## config.mk

```make
export PLATFORM = sky130hd
export DESIGN_NAME = fmrm_div
export DESIGN_NICKNAME = d
export VERILOG_FILES = /design/src/sv/fmrm_pkg.sv /design/src/sv/fmrm_div.sv
export SDC_FILE = /design/constraint.sdc
export NUM_CORES = 1
export LEC_CHECK = 0
export ABC_AREA = 1
export BUFFER_PORTS_ARGS = -buffer_cell sky130_fd_sc_hd__clkbuf_2
export CAP_MARGIN = 10
export CORE_MARGIN = 2
export CORE_UTILIZATION = 35
export CTS_CLUSTER_DIAMETER = 30
export DETAILED_ROUTE_END_ITERATION = 10
export GPL_ROUTABILITY_DRIVEN = 0
export GPL_TIMING_DRIVEN = 0
export PLACE_DENSITY = 0.62
export RECOVER_POWER = 100
export SLEW_MARGIN = 20
export SYNTH_ARGS = -nofsm -noshare
export SYNTH_HDL_FRONTEND = slang
export SYNTH_SLANG_ARGS = --single-unit
```

## constraint.sdc

```tcl
create_clock -name clk -period 2.8 [get_ports clk]
set_clock_uncertainty 0.2 [all_clocks]
set_input_delay 0.56 -clock clk [delete_from_list [all_inputs] [get_ports clk]]
set_output_delay 0.56 -clock clk [all_outputs]
set_load 0.02 [all_outputs]
```

## src/sv/fmrm_pkg.sv

```systemverilog
// package for the moving-average frame rate meter
// field widths, register indexes, reset values and divider status shared by the meter, divider and checker
// no dependencies
package fmrm_pkg;

	// fixed field widths
	localparam int STAMP_W     = 64;
	localparam int TICK_W      = 32;
	localparam int RATE_W      = 32;
	localparam int FRAC_W      = 8;
	localparam int LEN_FIELD_W = 9;
	localparam int CFG_W       = 32;
	localparam int IDX_W       = 1;

	// register indexes
	localparam logic [IDX_W-1:0] REG_WINDOW_LEN = 1'b0;
	localparam logic [IDX_W-1:0] REG_TICK_RATE  = 1'b1;

	// register reset values
	localparam logic [LEN_FIELD_W-1:0] LEN_RESET  = 9'd60;
	localparam logic [TICK_W-1:0]      TICK_RESET = 32'd10000000;

	// divider status towards the sequencer
	typedef struct packed {
		logic busy;
		logic done;
	} div_stat_t;

endpackage

```

## src/sv/fmrm_div.sv

```systemverilog
// radix-2 restoring divider, one quotient bit per cycle
// depends on fmrm_pkg for the status struct
module fmrm_div
	import fmrm_pkg::*;
#(
	parameter int NUM_W = 49,
	parameter int DEN_W = 40
) (
	input  logic             clk,
	input  logic             arst_n,
	input  logic             start,
	input  logic [NUM_W-1:0] num,
	input  logic [DEN_W-1:0] den,
	output div_stat_t        stat,
	output logic [NUM_W-1:0] quo
);

	localparam int CNT_W = $clog2(NUM_W + 1);

	logic [DEN_W-1:0] rem_q;
	logic [DEN_W-1:0] den_q;
	logic [NUM_W-1:0] quo_q;
	logic [CNT_W-1:0] cnt_q;
	logic             busy_q;
	logic             done_q;

	logic [DEN_W:0]   rem_shift;
	logic             ge;
	logic [DEN_W:0]   rem_next;

	// trial subtract of the shifted remainder
	assign rem_shift = {rem_q, quo_q[NUM_W-1]};
	assign ge        = rem_shift >= {1'b0, den_q};
	assign rem_next  = ge ? (rem_shift - {1'b0, den_q}) : rem_shift;

	// control: bit counter, busy and done pulse
	always_ff @(posedge clk or negedge arst_n) begin
		if (!arst_n) begin
			busy_q <= 1'b0;
			done_q <= 1'b0;
			cnt_q  <= '0;
		end else begin
			done_q <= 1'b0;
			if (start) begin
				busy_q <= 1'b1;
				cnt_q  <= CNT_W'(NUM_W);
			end else if (busy_q) begin
				cnt_q <= cnt_q - CNT_W'(1);
				if (cnt_q == CNT_W'(1)) begin
					busy_q <= 1'b0;
					done_q <= 1'b1;
				end
			end
		end
	end

	// datapath: numerator bits shift out as quotient bits shift in
	always_ff @(posedge clk) begin
		if (start) begin
			rem_q <= '0;
			den_q <= den;
			quo_q <= num;
		end else if (busy_q) begin
			rem_q <= rem_next[DEN_W-1:0];
			quo_q <= {quo_q[NUM_W-2:0], ge};
		end
	end

	assign stat.busy = busy_q;
	assign stat.done = done_q;
	assign quo       = quo_q;

endmodule

```

# After elaboration in Yosys (flattened, before gate mapping)

Index checks and enable logic that the tools add are counted.
Widths: inputs -> output; s select.

Bits in registers: 137
Input bits: 92

Add/subtract/negate cells: 2
Order comparisons: 1
Equality and inequality tests: 1
Muxes and demuxes: 11
Reduce and logical (&&, ||, !) cells: 1

Operators by type and width:

| kind                | number |
|---|---|
| $mux 49             | 2 |
| $ge 41x40->1        | 1 |
| $mux 40             | 1 |
| $sub 40x40->40      | 1 |
| $mux 6              | 2 |
| $eq 6x1->1 const B  | 1 |
| $mux 1              | 6 |
| $sub 6x1->6 const B | 1 |
| $reduce_bool 2->1   | 1 |

# Logic depth before layout (Yosys ltp)

Word-level depth: 4
Gate-level depth with buffers: 17
Mapped depth without buffers: 17

# Worst setup path before layout

OpenSTA, ideal clock, no wires.

Path type: input to register
From: in start
To: reg quo_q[0], in the netlist quo[0], enable pin
Library setup time: 0.433 ns
Data arrival time: 2.658 ns
Required time: 2.167 ns
Path slack: -0.491 ns
Stages: 4
Buffers on the path: 2
Cell sequence: clkbuf_1 > nor2_1 > inv_2 > buf_1

Cells in the longest elaborated chain, start to end: 1

Ends and longest elaborated chain:

| what                               | line           | RTL |
|---|---|---|
| from (decl)                        | fmrm_div.sv:11 | `input logic start,` |
| $reduce_bool 2->1 (no source line) | n/a            |  |
| to (signal assigned)               | fmrm_div.sv:62 | `quo_q <= num;` |
| to (signal assigned)               | fmrm_div.sv:65 | `quo_q <= {quo_q[NUM_W-2:0], ge};` |
| to (decl)                          | fmrm_div.sv:22 | `logic [NUM_W-1:0] quo_q;` |

No other way between the ends.
A chain may end at the register's enable or synchronous reset.

# Worst setup path after layout

From: reg quo_q[48], in the netlist quo[48]
To: reg rem_q[38]

Cells in the longest elaborated chain, start to end: 2

Ends and longest elaborated chain:

| what                                                  | line                           | RTL |
|---|---|---|
| $sub 40x40->40 / $ge 41x40->1 (equally long branches) | fmrm_div.sv:34, fmrm_div.sv:33 |  |
| $mux 40 (*)                                           | fmrm_div.sv:34                 | `assign rem_next = ge ? (rem_shift - {1'b0, den_q}) : rem_shift;` |
| to (signal assigned)                                  | fmrm_div.sv:64                 | `rem_q <= rem_next[DEN_W-1:0];` |
| to (decl)                                             | fmrm_div.sv:20                 | `logic [DEN_W-1:0] rem_q;` |

Mark *: on every way between the ends. The rest lies on a longest branch, timed or not.

==> results.sh <==
export IMPL_outcome="finished clean"
export IMPL_fillers=2731
export IMPL_dieHeight_um=164
export IMPL_top_level_ports=143
export IMPL_crit_type="reg -> reg"
export IMPL_cp_num_buf_inv=2
export IMPL_hold_path_class="in -> reg"
export IMPL_grt_usage_pct=19.1
export IMPL_drive_above_1_share_pct=12.4
export IMPL_path_clk_slew_ps=70
export IMPL_grt_pass1_vias=7978
export IMPL_layout_cells_non_filler=1782
export IMPL_drv_slew=0
export IMPL_syn2layout_area_growth_pct=19.5
export IMPL_synth_top_area_cell="edfxtp_1"
export IMPL_vias_per_cell=4.60
export IMPL_die_x_um=164
export IMPL_syn_mean_instance_area_um2=7.01
export IMPL_dpl_hpwl_mm=19.4
export IMPL_ir_worst_vdd_mv=0.402
export IMPL_cts_buffers=17
export IMPL_setup_viol=0
export IMPL_synth_fp_nets=1410
export IMPL_crit_fanout=3
export IMPL_syn_area_um2=8940
export IMPL_crit_slowest_cell="edfxtp_1"
export IMPL_rows=58
export IMPL_fp_dieArea_um2=26800
export IMPL_crit_arrival_ps=2740
export IMPL_cts_max_level=4
export IMPL_clk_path_buf_depth=2
export IMPL_final_antenna_net_count=0
export IMPL_crit_family="simple AND/OR/NAND/NOR gates"
export IMPL_tritoncts="built"
export IMPL_grt_max_degree=59
export IMPL_wl_mm=24.7
export IMPL_syn_inst=1275
export IMPL_yosysTopAreaCellShare_pct=29.9
export IMPL_critPathMostFrequentCell="nand3_1"
export IMPL_grt_antenna_before_repair=0
export IMPL_startpoint_type="flip-flop"
export IMPL_cap_violations=0
export IMPL_drc=0
export IMPL_cp_required_ps=2930
export IMPL_io_buffers=142
export IMPL_cts_root_buffer="clkbuf_16"
export IMPL_dpl_cell_count=1748
export IMPL_ys_top_cells_by_area="edfxtp_1 30%, nand2_1 22%, dfxtp_1 9.0%"
export IMPL_initial_core_util_pct=35.6
export IMPL_nets=1574
export IMPL_ys_seq_elements=137
export IMPL_slew_headroom_pct=50.5
export IMPL_worstMarginPinSlew_ps=740
export IMPL_critPathMaxStageDelay_ps=450
export IMPL_fmax_ghz=0.382
export IMPL_power_density_nw_per_um2=850
export IMPL_overflow=0
export IMPL_cts_sinks=137
export IMPL_insertion_delay_ps=440
export IMPL_vias=8204
export IMPL_core_um2=25100
export IMPL_period_needed_ps=2610
export IMPL_seq_area_frac_synth_pct=41.1
export IMPL_drt_iter0_drc=525
export IMPL_grt_pass1_wl_mm=40.0
export IMPL_diodes=0
export IMPL_hold_viol=0
export IMPL_tns_ps=0
export IMPL_synth_cell_type_count=40
export IMPL_ys_warnings_count=0
export IMPL_wl_per_cell_um=13.8
export IMPL_p_leak_uw=0.00561
export IMPL_firstDrtPassIters=5
export IMPL_fin_crit_sh_pct=93.4
export IMPL_critPathCaptureType="flip-flop"
export IMPL_rsz0062_at_grt="true"
export IMPL_cp_cell_sequence="inv_1, ha_1, fa_1, inv_1, nand2_1, nand3_1, nand3_1, nand3_1, nand2_1, nand3_1, nand3_1, nand2_1, nand2_1"
-- synthesized netlist by cell type --
library cell and n:
nor2_1 66, nand3_1 94, or2_2 1, ha_1 42, and2_1 1, o21bai_1 2, buf_6 5, a21boi_1 1
nor2_4 3, nand3b_1 20, nor3_2 1, buf_2 9, nor2_2 8, nor3_1 5, a21oi_1 30, nand2_1 533
dfrtp_1 8, o21ai_1 20, xnor2_1 21, inv_1 205, a21oi_2 3, o22ai_1 1, clkinv_1 6, fa_1 1
clkbuf_1 13, nand3b_4 1, nand2_2 5, nand4_1 3, a31oi_1 2, nand3_2 1, nand2_4 2, buf_4 3
or3b_2 1, inv_2 11, xor2_1 1, dfxtp_1 40, buf_1 2, edfxtp_1 89, a21o_1 3, o21ai_0 12
-- metal layers --
layer | global-route usage, % | up-vias | share of wire, % | routed length, µm
met3 | 4.87 | 35 | 6.5 | 1610
met1 | 23.7 | 3658 | 45 | 11100
li1 | - | 4279 | - | -
met5 | 0 | - | 0 | 0
met4 | 6.42 | 0 | 2.2 | 532
met2 | 32.1 | 232 | 46 | 11500
-- cells by family after synthesis --
family	after synthesis	share of synthesized area, %
compound gates	74	4.48
xor+xnor	22	2.16
fa+ha+maj	43	6.10
buf+inv	254	11.3
flops	137	41.1
simple gates	745	34.8
-- where the power goes --
part           total, µW  internal, µW  switching (µW)
Sequential          2710          2500             205
Clock               2460          1370            1090
Combinational       3910          1430            2470
Total               9080          5310            3770
-- worst reg2reg max path: cells and delay by family (launching register included) --
| kind | cells | cell delay [ps] |
|---|---|---|
| simple gates | 9 | 990 |
| fa+ha+maj | 2 | 670 |
| flops | 1 | 450 |
| buf+inv | 2 | 190 |
-- final timing paths --
path / start / endpoint / slack, ps / cells past startpoint
max reg2reg: quo[48] / rem_q[38] / 190 / 13
min in group asynchronous: arst_n / cnt_q[3] / 380 / 2
max: quo[48] / rem_q[38] / 190 / 13
max in group asynchronous: arst_n / cnt_q[1] / 1700 / 2
min: den[14] / den_q[14] / 90 / 1
min reg2reg: rem_q[23] / rem_q[23] / 270 / 2
-- sequential cells by signal, summed over array words and instances (netlist names) --
name / cells
done_q: 1
quo: 49
den_q: 40
rem_q: 40
busy_q: 1
cnt_q: 6
-- layout by cell type, fill, tap and decap left out, drive strengths merged --
master / instances
clkbuf: 172
fa: 1
a31oi: 2
nand2: 540
buf: 21
a21boi: 1
clkinv: 9
edfxtp: 89
xnor2: 21
o21ai: 32
nor3: 6
ha: 42
inv: 226
o21bai: 2
dlygate4sd3: 1
a21oi: 33
and2: 1
nand3b: 21
or3b: 1
nor2: 77
nand4: 3
xor2: 1
o22ai: 1
nand3: 95
or2: 1
dfxtp: 40
dfrtp: 8
bufinv: 2
a21o: 3
-- metrics by stage --
| step | util, % | cell area (µm²) | worst slack (ps) | total power, µW | hold WS [ps] |
|---|---|---|---|---|---|
| after floorplan | - | 8940 | 222 | 5660 | 64.4 |
| after global routing | 42.5 | 10700 | -20.9 | 9760 | 77.8 |
| after CTS | 42.7 | 10700 | 84.7 | 9150 | 73.3 |
| after detailed placement | 40.2 | 10100 | -734 | 6640 | 220 |
| final | 42.5 | 10700 | 185 | 9080 | 86.0 |
| after global placement | 40.1 | 10100 | -1560 | 6600 | 216 |
-- timing repair --
| action | 4_1_cts | 5_1_grt |
|---|---|---|
| buffers inserted | 0 | 1 |
| hold buffers | 1 | 0 |
| gates resized for setup | 1 | 4 |
| setup endpoints to repair | 68 | 52 |
| hold endpoints to repair | 8 | 0 |
-- final cells by class --
type	count	area (µm²)	area share, %
plain buffers	32	185	1.73
clock buffers	17	425	3.98
clock inverters	15	200	1.88
inverters	222	833	7.80
multi-input cells	884	4250	39.8
flip-flops and latches	137	3670	34.4
well taps	330	413	3.87
repair buffers	145	693	6.49
(Power assumes the default switching activity.)
